$ cat src/rtl/bed_pkg.sv
// Shared types and constants of the button event detector.
package bed_pkg;

  // Most events that one sample can give rise to.
  localparam int MaxEvents = 3;

  // Level of every button when not pressed, as it stands after reset.
  localparam logic [7:0] IdleMaskReset = 8'hFF;

  typedef enum logic [2:0] {
    EV_PRESS   = 3'd0,
    EV_RELEASE = 3'd1,
    EV_HOLD    = 3'd2,
    EV_REPEAT  = 3'd3,
    EV_DOUBLE  = 3'd4,
    EV_TRIPLE  = 3'd5
  } ev_code_e;

  typedef enum logic [2:0] {
    CFG_DEBOUNCE  = 3'd0,
    CFG_HOLD      = 3'd1,
    CFG_REPEAT    = 3'd2,
    CFG_WINDOW    = 3'd3,
    CFG_IDLE_MASK = 3'd4,
    CFG_DEB_MASK  = 3'd5
  } cfg_idx_e;

  typedef struct packed {
    logic [15:0] debounce_ticks;
    logic [15:0] hold_ticks;
    logic [15:0] repeat_ticks;
    logic [15:0] click_window_ticks;
    logic [7:0]  idle_level_mask;
    logic [7:0]  debounce_enable_mask;
  } cfg_t;

  // Per-button tracking state.
  typedef struct packed {
    logic        prev_level;
    logic [31:0] press_start;
    logic [31:0] repeat_mark;
    logic [31:0] last_press;
    logic [1:0]  click_count;
    logic        hold_seen;
    logic        had_repeat;
    logic        press_done;
    logic        last_valid;
  } btn_state_t;

  // One classified sample: up to three event codes in delivery order.
  typedef struct packed {
    logic [2:0]                  button_id;
    logic [1:0]                  n;
    logic [MaxEvents-1:0][2:0]   evs;
    logic [31:0]                 held;
    logic                        had_repeat;
  } rec_t;

endpackage

$ cat src/rtl/bed_cfg.sv
// Configuration register file of the button event detector.
module bed_cfg
  import bed_pkg::*;
(
  input  logic        clk_i,
  input  logic        rst_ni,
  input  logic        cfg_valid_i,
  output logic        cfg_ready_o,
  input  logic [2:0]  cfg_index_i,
  input  logic [15:0] cfg_data_i,
  output cfg_t        cfg_o
);

  cfg_t cfg_q, cfg_d;
  logic wr;

  assign cfg_ready_o = 1'b1;
  assign wr          = cfg_valid_i && cfg_ready_o;

  always_comb begin
    cfg_d = cfg_q;
    if (wr) begin
      unique case (cfg_index_i)
        CFG_DEBOUNCE:  cfg_d.debounce_ticks       = cfg_data_i;
        CFG_HOLD:      cfg_d.hold_ticks           = cfg_data_i;
        CFG_REPEAT:    cfg_d.repeat_ticks         = cfg_data_i;
        CFG_WINDOW:    cfg_d.click_window_ticks   = cfg_data_i;
        CFG_IDLE_MASK: cfg_d.idle_level_mask      = cfg_data_i[7:0];
        CFG_DEB_MASK:  cfg_d.debounce_enable_mask = cfg_data_i[7:0];
        default:       cfg_d = cfg_q;
      endcase
    end
  end

  always_ff @(posedge clk_i or negedge rst_ni) begin
    if (!rst_ni) begin
      cfg_q.debounce_ticks       <= 16'd20;
      cfg_q.hold_ticks           <= 16'd1000;
      cfg_q.repeat_ticks         <= 16'd200;
      cfg_q.click_window_ticks   <= 16'd300;
      cfg_q.idle_level_mask      <= IdleMaskReset;
      cfg_q.debounce_enable_mask <= 8'h00;
    end else begin
      cfg_q <= cfg_d;
    end
  end

  assign cfg_o = cfg_q;

endmodule

$ cat src/rtl/bed_front.sv
// Front end: takes samples, updates per-button state and classifies events.
module bed_front
  import bed_pkg::*;
#(
  parameter int NUM_BUTTONS = 8
) (
  input  logic        clk_i,
  input  logic        rst_ni,
  input  logic        in_valid_i,
  output logic        in_stall_o,
  input  logic [2:0]  button_i,
  input  logic        level_i,
  input  logic [31:0] now_i,
  input  cfg_t        cfg_i,
  input  logic        full_i,
  output logic        push_o,
  output rec_t        rec_o
);

  localparam int IdxW = (NUM_BUTTONS > 1) ? $clog2(NUM_BUTTONS) : 1;

  btn_state_t btn_q [NUM_BUTTONS];
  btn_state_t s, ns;

  logic [IdxW-1:0] idx;
  logic            accept, in_range;
  logic            idle, deb, active, level_edge;
  logic [31:0]     el_ps, gap, rep_gap, held;
  logic            deb_ok, press, release_ev, dbl, trp, hold_ev, repeat_ev;
  logic [1:0]      c_next, cnt;

  assign in_stall_o = full_i;
  assign accept     = in_valid_i && !in_stall_o;
  assign in_range   = 32'(button_i) < NUM_BUTTONS;
  assign idx        = IdxW'(button_i);

  always_comb begin
    s          = btn_q[idx];
    ns         = s;
    idle       = cfg_i.idle_level_mask[button_i];
    deb        = cfg_i.debounce_enable_mask[button_i];
    active     = level_i != idle;
    level_edge = level_i != s.prev_level;
    el_ps      = now_i - s.press_start;
    gap        = now_i - s.last_press;
    rep_gap    = now_i - s.repeat_mark;
    deb_ok     = el_ps > {16'd0, cfg_i.debounce_ticks};
    press      = 1'b0;
    release_ev = 1'b0;
    dbl        = 1'b0;
    trp        = 1'b0;
    hold_ev    = 1'b0;
    repeat_ev  = 1'b0;
    c_next     = s.click_count + 2'd1;

    if (level_edge) begin
      if (active) begin
        ns.press_start = now_i;
        ns.press_done  = 1'b0;
        if (!deb) begin
          press         = 1'b1;
          ns.press_done = 1'b1;
        end
      end else begin
        release_ev     = !deb || deb_ok;
        ns.press_start = '0;
        ns.repeat_mark = '0;
      end
    end else if (deb && active && !s.press_done && deb_ok) begin
      press         = 1'b1;
      ns.press_done = 1'b1;
    end
    ns.prev_level = level_i;

    // Multi-click counting against the previous reported press.
    if (press) begin
      if (!s.last_valid || gap >= {16'd0, cfg_i.click_window_ticks}) begin
        ns.click_count = 2'd0;
      end else begin
        if (c_next == 2'd1) begin
          dbl = 1'b1;
        end else if (c_next == 2'd2) begin
          trp    = 1'b1;
          c_next = 2'd0;
        end
        ns.click_count = c_next;
      end
      ns.last_press = now_i;
      ns.last_valid = 1'b1;
    end

    if (release_ev) begin
      ns.hold_seen  = 1'b0;
      ns.had_repeat = 1'b0;
      ns.press_done = 1'b0;
    end

    // A fresh press edge restarts the hold timer at zero.
    held = (level_edge && active) ? 32'd0 : el_ps;
    if (active && held >= {16'd0, cfg_i.hold_ticks}) begin
      if (s.hold_seen) begin
        if (rep_gap >= {16'd0, cfg_i.repeat_ticks}) begin
          repeat_ev      = 1'b1;
          ns.repeat_mark = now_i;
          ns.had_repeat  = 1'b1;
        end
      end else begin
        hold_ev        = 1'b1;
        ns.repeat_mark = now_i;
        ns.hold_seen   = 1'b1;
      end
    end

    // Pack the events in delivery order.
    rec_o            = '0;
    rec_o.button_id  = button_i;
    rec_o.held       = held;
    rec_o.had_repeat = s.had_repeat;
    cnt              = 2'd0;
    if (dbl) begin
      rec_o.evs[cnt] = EV_DOUBLE;
      cnt            = cnt + 2'd1;
    end
    if (trp) begin
      rec_o.evs[cnt] = EV_TRIPLE;
      cnt            = cnt + 2'd1;
    end
    if (press) begin
      rec_o.evs[cnt] = EV_PRESS;
      cnt            = cnt + 2'd1;
    end
    if (release_ev) begin
      rec_o.evs[cnt] = EV_RELEASE;
      cnt            = cnt + 2'd1;
    end
    if (hold_ev) begin
      rec_o.evs[cnt] = EV_HOLD;
      cnt            = cnt + 2'd1;
    end
    if (repeat_ev) begin
      rec_o.evs[cnt] = EV_REPEAT;
      cnt            = cnt + 2'd1;
    end
    rec_o.n = cnt;
  end

  assign push_o = accept && in_range && (cnt != 2'd0);

  // The previous level is the leading field, so it sits at the top of the reset word.
  always_ff @(posedge clk_i or negedge rst_ni) begin
    if (!rst_ni) begin
      for (int i = 0; i < NUM_BUTTONS; i++) begin
        btn_q[i] <= {(i < 8) && IdleMaskReset[3'(i)], {($bits(btn_state_t) - 1){1'b0}}};
      end
    end else if (accept && in_range) begin
      btn_q[idx] <= ns;
    end
  end

endmodule

$ cat src/rtl/bed_fifo.sv
// Short queue of classified samples between the front and back ends.
module bed_fifo
  import bed_pkg::*;
#(
  parameter int DEPTH = 4
) (
  input  logic clk_i,
  input  logic rst_ni,
  input  logic push_i,
  input  rec_t wdata_i,
  input  logic pop_i,
  output rec_t rdata_o,
  output logic full_o,
  output logic empty_o
);

  localparam int PtrW = (DEPTH > 1) ? $clog2(DEPTH) : 1;
  localparam int CntW = $clog2(DEPTH + 1);

  rec_t            slots_q [DEPTH];
  logic [PtrW-1:0] wr_ptr_q, rd_ptr_q;
  logic [CntW-1:0] count_q;
  logic            do_push, do_pop;

  assign full_o  = count_q == CntW'(DEPTH);
  assign empty_o = count_q == '0;
  assign do_push = push_i && !full_o;
  assign do_pop  = pop_i && !empty_o;
  assign rdata_o = slots_q[rd_ptr_q];

  always_ff @(posedge clk_i) begin
    if (do_push) begin
      slots_q[wr_ptr_q] <= wdata_i;
    end
  end

  always_ff @(posedge clk_i or negedge rst_ni) begin
    if (!rst_ni) begin
      wr_ptr_q <= '0;
      rd_ptr_q <= '0;
      count_q  <= '0;
    end else begin
      if (do_push) begin
        wr_ptr_q <= (wr_ptr_q == PtrW'(DEPTH - 1)) ? '0 : wr_ptr_q + 1'b1;
      end
      if (do_pop) begin
        rd_ptr_q <= (rd_ptr_q == PtrW'(DEPTH - 1)) ? '0 : rd_ptr_q + 1'b1;
      end
      if (do_push && !do_pop) begin
        count_q <= count_q + 1'b1;
      end else if (do_pop && !do_push) begin
        count_q <= count_q - 1'b1;
      end
    end
  end

endmodule

$ cat src/rtl/bed_back.sv
// Back end: delivers the events of each queued sample, one per cycle while the output is not stalled.
module bed_back
  import bed_pkg::*;
(
  input  logic        clk_i,
  input  logic        rst_ni,
  input  rec_t        rdata_i,
  input  logic        empty_i,
  output logic        pop_o,
  output logic        out_valid_o,
  input  logic        out_stall_i,
  output logic [2:0]  button_id_o,
  output logic [2:0]  event_code_o,
  output logic [31:0] held_for_o,
  output logic        had_repeat_o,
  output logic        last_o
);

  rec_t       cur_q, cur_d;
  logic       cur_valid_q, cur_valid_d;
  logic [1:0] idx_q, idx_d;
  logic [2:0] code;
  logic       fire, done;

  assign code         = cur_q.evs[idx_q];
  assign out_valid_o  = cur_valid_q;
  assign button_id_o  = cur_q.button_id;
  assign event_code_o = code;
  assign last_o       = idx_q == (cur_q.n - 2'd1);
  assign held_for_o   = (code == EV_HOLD || code == EV_REPEAT) ? cur_q.held : 32'd0;
  assign had_repeat_o = (code == EV_RELEASE) && cur_q.had_repeat;

  assign fire  = cur_valid_q && !out_stall_i;
  assign done  = !cur_valid_q || (fire && last_o);
  assign pop_o = done && !empty_i;

  always_comb begin
    cur_d       = cur_q;
    cur_valid_d = cur_valid_q;
    idx_d       = idx_q;
    if (done) begin
      cur_d       = rdata_i;
      cur_valid_d = !empty_i;
      idx_d       = 2'd0;
    end else if (fire) begin
      idx_d = idx_q + 2'd1;
    end
  end

  always_ff @(posedge clk_i) begin
    cur_q <= cur_d;
  end

  always_ff @(posedge clk_i or negedge rst_ni) begin
    if (!rst_ni) begin
      cur_valid_q <= 1'b0;
      idx_q       <= 2'd0;
    end else begin
      cur_valid_q <= cur_valid_d;
      idx_q       <= idx_d;
    end
  end

  // A sample with several events delivers them without a gap.
  a_no_gap: assert property (@(posedge clk_i) disable iff (!rst_ni)
    (out_valid_o && !out_stall_i && !last_o) |=> out_valid_o)
    else $error("gap inside the events of one sample");

  // Only samples that gave rise to at least one event reach the back end.
  a_nonempty: assert property (@(posedge clk_i) disable iff (!rst_ni)
    cur_valid_q |-> (cur_q.n != 2'd0))
    else $error("empty record in the back end");

  // The event pointer stays within the events of the current sample.
  a_idx_range: assert property (@(posedge clk_i) disable iff (!rst_ni)
    cur_valid_q |-> (idx_q < cur_q.n))
    else $error("event pointer beyond the current sample");

endmodule

$ cat src/rtl/button_event_detector.sv
// Top level of the button event detector.
// Each request on the input channel is one sample of one button (index, raw level and tick
// time); the block keeps per-button state and reports press, release, hold, repeat, double
// click and triple click events on the output channel, one event per request, with last_o
// marking the final event of a sample. The front end classifies a sample in the cycle it is
// accepted and can take a new sample every cycle while the queue is not full; the back end
// delivers one event per cycle while the output is not stalled, so the events of a sample
// leave one after another and the sustained rate is one sample per cycle for single-event
// samples. A queue of QUEUE_DEPTH classified samples sits between the two ends, so the
// input is stalled only when that queue is full. Samples whose index is NUM_BUTTONS or
// more are accepted and dropped without any event. The six configuration
// registers (debounce, hold, repeat and click window times, idle level mask and debounce
// enable mask) are written through the configuration channel, which is always ready, and
// should only be written while no sample is in flight; writes to an index beyond the list
// are ignored.
module button_event_detector
  import bed_pkg::*;
#(
  parameter int NUM_BUTTONS = 8,
  parameter int QUEUE_DEPTH = 4
) (
  input  logic        clk_i,
  input  logic        rst_ni,
  input  logic        in_valid_i,
  output logic        in_stall_o,
  input  logic [2:0]  button_i,
  input  logic        level_i,
  input  logic [31:0] now_i,
  output logic        out_valid_o,
  input  logic        out_stall_i,
  output logic [2:0]  button_id_o,
  output logic [2:0]  event_code_o,
  output logic [31:0] held_for_o,
  output logic        had_repeat_o,
  output logic        last_o,
  input  logic        cfg_valid_i,
  output logic        cfg_ready_o,
  input  logic [2:0]  cfg_index_i,
  input  logic [15:0] cfg_data_i
);

  cfg_t cfg;
  rec_t wr_rec, rd_rec;
  logic push, pop, full, empty;

  bed_cfg u_cfg (
    .clk_i       (clk_i),
    .rst_ni      (rst_ni),
    .cfg_valid_i (cfg_valid_i),
    .cfg_ready_o (cfg_ready_o),
    .cfg_index_i (cfg_index_i),
    .cfg_data_i  (cfg_data_i),
    .cfg_o       (cfg)
  );

  // Front end: state update and classification, one sample per cycle while the queue is not full.
  bed_front #(
    .NUM_BUTTONS (NUM_BUTTONS)
  ) u_front (
    .clk_i      (clk_i),
    .rst_ni     (rst_ni),
    .in_valid_i (in_valid_i),
    .in_stall_o (in_stall_o),
    .button_i   (button_i),
    .level_i    (level_i),
    .now_i      (now_i),
    .cfg_i      (cfg),
    .full_i     (full),
    .push_o     (push),
    .rec_o      (wr_rec)
  );

  bed_fifo #(
    .DEPTH (QUEUE_DEPTH)
  ) u_fifo (
    .clk_i   (clk_i),
    .rst_ni  (rst_ni),
    .push_i  (push),
    .wdata_i (wr_rec),
    .pop_i   (pop),
    .rdata_o (rd_rec),
    .full_o  (full),
    .empty_o (empty)
  );

  // Back end: serialises the events of each sample onto the output channel.
  bed_back u_back (
    .clk_i        (clk_i),
    .rst_ni       (rst_ni),
    .rdata_i      (rd_rec),
    .empty_i      (empty),
    .pop_o        (pop),
    .out_valid_o  (out_valid_o),
    .out_stall_i  (out_stall_i),
    .button_id_o  (button_id_o),
    .event_code_o (event_code_o),
    .held_for_o   (held_for_o),
    .had_repeat_o (had_repeat_o),
    .last_o       (last_o)
  );

endmodule

$ cat config.mk
export PLATFORM = sky130hd
export DESIGN_NAME = button_event_detector
export DESIGN_NICKNAME = d
export VERILOG_FILES = /design/src/rtl/bed_pkg.sv /design/src/rtl/bed_cfg.sv /design/src/rtl/bed_front.sv /design/src/rtl/bed_fifo.sv /design/src/rtl/bed_back.sv /design/src/rtl/button_event_detector.sv
export SDC_FILE = /design/constraint.sdc
export NUM_CORES = 2
export LEC_CHECK = 0
export BUFFER_PORTS_ARGS = -buffer_cell sky130_fd_sc_hd__buf_2
export CAP_MARGIN = 15
export CORE_UTILIZATION = 45
export DETAILED_ROUTE_END_ITERATION = 10
export SETUP_SLACK_MARGIN = 0.05
export SYNTH_ARGS = -nofsm -noshare
export SYNTH_HDL_FRONTEND = slang
export SYNTH_SLANG_ARGS = --single-unit
$ cat constraint.sdc
create_clock -name clk_i -period 12.1 [get_ports clk_i]
set_input_delay 0.605 -clock clk_i [delete_from_list [all_inputs] [get_ports clk_i]]
set_output_delay 0.605 -clock clk_i [all_outputs]
set_load 0.01 [all_outputs]
-- After elaboration in Yosys (flattened, before gate mapping)
Memories as Yosys holds them, arrays and structs flattened. A register that Yosys moved wholly into a read port is not among the register bits.
Index checks and enable logic that the tools add are counted.
- add/sub/neg operators: 15
- $lt $le $gt $ge: 18
- equality and inequality tests: 16
- mux-type cells: 81
- bitwise logic cells: 15
- reductions and logical operators: 45
- operator list (cell ; number):
    $bwmux W824 ; 1
    $bmux W103 S3 ; 1
    $demux W103 S3 ; 1
    $mux W103 ; 3
    $mux W32 ; 7
    $ge A32 B16 Y1 ; 3
    $sub A32 B32 Y32 ; 3
    $mux W64 ; 1
    $mux W9 ; 5
    $mux W34 ; 1
    $gt A32 B16 Y1 ; 1
    $demux W3 S2 ; 5
    $mux W1 ; 30
    $mux W3 ; 10
    $mux W2 ; 13
    $logic_and A1 B1 Y1 ; 21
    $add A2 B1 Y2 const B ; 8
    $lt A2 B3 Y1 const B ; 5
    $and A6 B6 Y6 ; 2
    $eq A3 B2 Y1 const B ; 4
    $not A6 Y6 ; 2
    $reduce_and A2 Y1 ; 6
    $and A9 B9 Y9 ; 1
    $eq A3 B3 Y1 const B ; 3
    29 further kinds ; 53
- register bits after elaboration: 914
- RAM bits: 188
- word-level logic and storage cells: 274
- memories kept: 1
- memory list (memory ; words ; width ; read ports ; clocked after Yosys merged registers in ; wr ports ; line ; source):
    u_fifo.slots_q ; 4 ; 47 ; 1 ; 1 ; 1 ; bed_fifo.sv:20 ; rec_t slots_q [DEPTH];

-- Longest topological paths before layout
- depth after elaboration: 28
- gate-level depth with buffers: 48

-- Modules after synthesis
A second synthesis with hierarchy kept.
- cells, all modules: 5250
- area, all modules: 55378.1 µm²
- by module, submodules not included (module ; times used ; cells each ; area an instance (µm²)):
    bed_front ; 1 ; 4668 ; 42784.8
    bed_fifo ; 1 ; 283 ; 7245.7
    bed_cfg ; 1 ; 176 ; 3103.0
    bed_back ; 1 ; 123 ; 2244.7

-- Worst setup path before layout
Ideal clock, no wire load.
- path type: input to register
- start: in button_i[0]
- end: mem u_fifo.slots_q[3][0] in the netlist's numbering (enable)
- arrival: 10.225 ns
- data required time: 11.692 ns
- setup slack: 1.467 ns
- stages on the path: 42
- path through: clkbuf_1 -> nor3b_1 -> clkbuf_1 -> clkbuf_1 -> clkbuf_1 -> a22oi_1 -> and4_1 -> ha_1 -> nor2b_1 -> o21ai_0 -> nand2b_1 -> a31oi_1 -> a31oi_1 -> o21a_1 -> nor2_1 -> xnor2_1 -> ha_1 -> nor2b_1 -> [... 6 more ...] -> or4_1 -> nor4_1 -> or4b_1 -> or2_2 -> ha_1 -> nor3_1 -> a31oi_1 -> o211a_1 -> and2_1 -> inv_1 -> nand2_1 -> xor2_1 -> inv_1 -> ha_1 -> nor4_1 -> a21oi_1 -> a31oi_4 -> and2_1
- word-level cells in the longest chain between the ends: 26
- RTL lines (element ; line ; source):
    start, declared ; button_event_detector.sv:26 ; input logic [2:0] button_i,
    $not A3 Y4 (implied by the code) ; bed_front.sv:38 ; s = btn_q[idx];
    $bmux W103 S3 ; bed_front.sv:38 ;
    $mux W103 (implied by the code) (2 in series) ; bed_front.sv:38 ;
    $sub A32 B32 Y32 or $logic_not A1 Y1 (tied branches) ; bed_front.sv:44, bed_front.sv:69 ;
    $gt A32 B16 Y1 or $logic_and A1 B1 Y1 (tied branches) ; bed_front.sv:47, bed_front.sv:69 ;
    $logic_and A1 B1 Y1 ; bed_front.sv:69 ; end else if (deb && active && !s.press_done && deb_ok) begin
    $mux W1 ; bed_front.sv:69 ;
    $mux W1 ; bed_front.sv:56 ; if (level_edge) begin
    [... 10 more ...] ; -- ;
    $add A2 B1 Y2 ; bed_front.sv:142 ; cnt = cnt + 2'd1;
    $mux W2 (*) ; bed_front.sv:140 ; if (repeat_ev) begin
    $reduce_bool A2 Y1 (*) ; bed_front.sv:147 ; assign push_o = accept && in_range && (cnt != 2'd0);
    $logic_and A1 B1 Y1 (*) ; bed_front.sv:147 ;
    $logic_and A1 B1 Y1 (*) ; bed_fifo.sv:27 ; assign do_push = push_i && !full_o;
    via u_fifo.do_push ; bed_fifo.sv:23 ; logic do_push, do_pop;
    $mux W1 (*) ; bed_fifo.sv:32 ; if (do_push) begin
    $mux W1 (implied by the code) (*) ; bed_fifo.sv:33 ; slots_q[wr_ptr_q] <= wdata_i;
    end, declared ; bed_fifo.sv:20 ;
Mark *: on every way through the listed nets, which the timed path passes. The rest lies on a longest branch. The select of a mux whose other input is x is not followed.

-- Worst setup path after layout
- start: in button_i[2]
- end: reg u_fifo.count_q[2]
- word-level cells in the longest chain between the ends: 27
- RTL lines (element ; line ; source):
    $not A3 Y4 (implied by the code) ; bed_front.sv:38 ;
    $bmux W103 S3 ; bed_front.sv:38 ;
    $mux W103 (implied by the code) (2 in series) ; bed_front.sv:38 ;
    $sub A32 B32 Y32 or $logic_not A1 Y1 (tied branches) ; bed_front.sv:44, bed_front.sv:69 ;
    $gt A32 B16 Y1 or $logic_and A1 B1 Y1 (tied branches) ; bed_front.sv:47, bed_front.sv:69 ;
    $logic_and A1 B1 Y1 ; bed_front.sv:69 ;
    $mux W1 ; bed_front.sv:69 ;
    $mux W1 ; bed_front.sv:56 ;
    [... 11 more ...] ; -- ;
    $mux W2 (*) ; bed_front.sv:140 ;
    $reduce_bool A2 Y1 (*) ; bed_front.sv:147 ;
    $logic_and A1 B1 Y1 (*) ; bed_front.sv:147 ;
    $logic_and A1 B1 Y1 (*) ; bed_fifo.sv:27 ;
    via u_fifo.do_push ; bed_fifo.sv:23 ;
    $logic_not A1 Y1 ; bed_fifo.sv:51 ; end else if (do_pop && !do_push) begin
    $logic_and A1 B1 Y1 ; bed_fifo.sv:51 ;
    $reduce_bool A2 Y1 (no line) ; -- ;
    end signal, assigned ; bed_fifo.sv:50 ; count_q <= count_q + 1'b1;
    end signal, assigned ; bed_fifo.sv:52 ; count_q <= count_q - 1'b1;
    end, declared ; bed_fifo.sv:22 ; logic [CntW-1:0] count_q;
Marked as above.
A chain may end at the register's enable or synchronous reset.

==> tab_implementation.tex <==
\begin{tabular}{lr}
\hline
Metric & Value \\
\hline
\multicolumn{2}{l}{\textbf{Yosys}} \\
Most frequent cell after synthesis & sky130\_fd\_sc\_hd\_\_nand2\_1 \\
Post-synth cell types & 92 \\
Synth top area share & 40.4\% \\
Post-synth EDFFs & 230 \\
Cell type contributing the most total cell area after synthesis & sky130\_fd\_sc\_hd\_\_dfrtp\_1 \\
Number of nets produced by synthesis & 5,828 \\
Area contributors post-synth & sky130\_fd\_sc\_hd\_\_dfrtp\_1 40\%, sky130\_fd\_sc\_hd\_\_edfxtp\_1 13\%, sky130\_fd\_sc\_hd\_\_nand2\_1 10\% \\
Async SR Flop Fraction & 79.9\% \\
Post-synthesis instance area & 55,000 um2 \\
Sequential cell area fraction in the yosys report & 54.3\% \\
Most used DFF post-synth & sky130\_fd\_sc\_hd\_\_dfrtp\_1 \\
Total number of yosys warnings & 0 \\
Count of mapped cells out of synthesis & 5,587 \\
Most instantiated cells after synthesis & 1,498 x sky130\_fd\_sc\_hd\_\_nand2\_1, 887 x sky130\_fd\_sc\_hd\_\_dfrtp\_1, 662 x sky130\_fd\_sc\_hd\_\_o21ai\_0 \\
Average size of a mapped cell & 9.84 um2 \\
Flip-flop and latch count after synthesis & 1,144 \\
\multicolumn{2}{l}{\textbf{Clock network}} \\
Cts bufs inserted & 119 \\
Maximum number of buffers from clock root to sink & 3 \\
Insertion delay to the later sink of the worst-skew pair & 0.74 ns \\
Clock tree from TritonCTS & yes \\
Post-CTS setup repair buffer count & 0 \\
Buffer type at the clock tree root & sky130\_fd\_sc\_hd\_\_clkbuf\_16 \\
Sink count of the clock tree & 1,144 \\
Clock-pin slew on the worst setup and hold paths & 0.06 ns \\
Hold bufs inserted after CTS & 1 \\
Post-CTS resize count & 0 \\
CTS HTree Levels & 3 \\
\multicolumn{2}{l}{\textbf{Route}} \\
Number of remaining DRC errors & 0 \\
Antenna Nets Post-Route & 0 \\
Number of vias per cell & 5.88 \\
Vias post-DR & 42,800 \\
Total Wirelength & 176,000 um \\
Number of design-rule violations left by the first detailed-router iteration & 4,023 \\
Routed length per instance & 24.1 um \\
First-pass detailed-route iteration total & 7 \\
\multicolumn{2}{l}{\textbf{Layout}} \\
Layout net count & 5,800 \\
Area taken by flip-flops and latches & 29,800 um2 \\
Multi-input logic area & 23,600 um2 \\
Filler cells & 11,000 \\
Layout-stage area growth over the synthesis result & 11.3\% \\
Share of final-layout standard cells stronger than drive strength 1 & 10.8\% \\
\multicolumn{2}{l}{\textbf{STA}} \\
Count of endpoints failing setup in the final report & 0 \\
Final max-slew violation count & 0 \\
Final-report hold violation count & 0 \\
Setup repair after global routing missed its margin & no \\
Setup TNS after final layout & 0 ns \\
Share of the clock period used by the worst path after layout & 89.7\% \\
Highest attainable clock frequency & 92.1 MHz \\
Final setup skew & 0.0546 ns \\
Final period demand of the worst path & 10.86 ns \\
Worst Tran Pin Value & 1.16 ns \\
Worst Slack Setup Final & 1.24 ns \\
Worst slew margin relative to its limit & 22.7\% \\
\multicolumn{2}{l}{\textbf{Global route}} \\
Total GRT Usage & 28.6\% \\
First-pass GRT wire length & 267,000 um \\
Vias in the first global route & 41,900 \\
Initial antenna violation count & 6 \\
Remaining global-route overflow & 0 \\
Largest net degree at the start of global routing & 163 \\
\multicolumn{2}{l}{\textbf{Run}} \\
Count of maximum capacitance violations & 0 \\
\multicolumn{2}{l}{\textbf{Die}} \\
Die span in y & 351 um \\
Horizontal die dimension & 351 um \\
Core Area & 120,000 um2 \\
Die outline area & 124,000 um2 \\
Site Rows & 127 \\
Number of top-level pins & 103 \\
Initial Util & 45.6\% \\
\multicolumn{2}{l}{\textbf{Status}} \\
Result of the run & finished clean \\
\multicolumn{2}{l}{\textbf{Setup path}} \\
CP Class & primary input to flop \\
Arrival time of data at the critical path endpoint & 11.49 ns \\
CP most frequent cell & sky130\_fd\_sc\_hd\_\_ha\_1 \\
Type of element capturing the critical path & flop \\
Cell with the largest stage delay on the worst path & sky130\_fd\_sc\_hd\_\_nor3b\_2 \\
Worst stage delay on the critical path & 0.69 ns \\
Req. time, crit path & 12.74 ns \\
Largest driver fanout on the critical path & 26 \\
Startpoint class of the critical path & primary input \\
\multicolumn{2}{l}{\textbf{Pwr}} \\
Leakage & 26.3 nW \\
Power per unit of standard cell area & 257 nW/um2 \\
Max IR drop VDD & 0.000181 V \\
\multicolumn{2}{l}{\textbf{Placement}} \\
I/O Buffers & 101 \\
Worst-case setup slack after placement & 0.616 ns \\
HPWL Detailed & 110,000 um \\
RePlAce Congestion & 0.953 \\
\multicolumn{2}{l}{\textbf{Min path}} \\
Type of the most critical hold path & primary input to flop \\
\hline
\end{tabular}
[kinds of logic after synthesis]
| group | share of synthesized area [%] |
|---|---|
| buf+inv | 3.19 |
| other cells | 0.00682 |
| fa+ha+maj | 4.18 |
| xor+xnor | 1.16 |
| mux | 3.09 |
| simple gates | 16.9 |
| flops | 54.3 |
| compound gates | 17.2 |
[area by class of cell]
class | instances | share of cell area (%)
Sequential cell | 1144 | 48.7
Tap cell | 1612 | 3.30
Inverter | 108 | 0.663
Timing Repair Buffer | 196 | 2.17
Antenna cell | 5 | 0.0205
Clock inverter | 51 | 0.941
Clock buffer | 175 | 5.57
Multi-Input combinational cell | 3990 | 38.6
[registers in the layout, summed over array words and instances, names as in the netlist]
signal              flops
u_cfg.cfg_o            80
u_fifo.wr_ptr_q         2
u_front.btn_q         824
u_fifo.count_q          3
u_fifo.slots_q        184
u_back.out_valid_o      1
u_fifo.rd_ptr_q         2
u_back.cur_q           43
u_back.button_id_o      3
u_back.idx_q            2
[worst max-delay path, delay by kind of cell]
family,cells,cell delay [ns]
adder cells (fa/ha/maj),6,1.95
XOR/XNOR,4,0.63
buffers and inverters,7,1.49
AO/OA/AOI/OAI,12,2.59
AND/OR/NAND/NOR,17,4.16
[metrics by stage]
stage                     cells  utilization, %  cell area (um2)  power [W]  hold WS [ns]
after floorplan            5587               -            55000     0.0101         0.309
after global placement     7048            47.5            57200     0.0119         0.450
after detailed placement   7048            47.5            57200     0.0120         0.452
after CTS                  7275            50.8            61100     0.0157         0.160
after global routing       7278            50.8            61200     0.0168         0.200
final                      7281            50.8            61200     0.0157         0.201
[layer usage]
metal  track usage, %  vias up  wire [um]
li1                 -    19700          -
met1             39.5    21200      76500
met4             10.9        0       6430
met5                0        -          0
met3             4.74      337      12700
met2             45.1     1581      80200
[cell usage in the layout (no fill, tap or decap), drive strengths merged, types with 113 or more instances in the layout]
| cell | n |
|---|---|
| inv | 113 |
| nor2 | 179 |
| ha | 177 |
| clkbuf | 175 |
| a21oi | 211 |
| a22oi | 403 |
| nand2 | 1498 |
| o21ai | 671 |
| edfxtp | 230 |
| buf | 195 |
| dfrtp | 887 |
[power breakdown]
part	switching, W	internal [W]	total, W
Clock	0.00161	0.00215	0.00375
Combinational	0.00355	0.00200	0.00555
Sequential	0.000779	0.00565	0.00643
Total	0.00594	0.00979	0.0157
[final timing paths]
check                                                from                              to  slack [ns]  cells after the start
max                                           button_i[2]   u_fifo.count_q[2]$_DFFE_PN0P_        1.24                     46
max in group asynchronous                          rst_ni  u_front.btn_q[104]$_DFFE_PN0P_        9.17                      4
min                                           out_stall_i     u_back.idx_q[1]$_DFFE_PN0P_        0.20                      3
max reg2reg                u_front.btn_q[315]$_DFFE_PN0P_   u_fifo.count_q[2]$_DFFE_PN0P_        2.10                     45
min in group asynchronous                          rst_ni  u_front.btn_q[569]$_DFFE_PN0P_        0.51                      2
min reg2reg                u_front.btn_q[823]$_DFFE_PN1P_  u_front.btn_q[823]$_DFFE_PN1P_        0.47                      2
No activity file was read; power rests on OpenSTA's default activity.
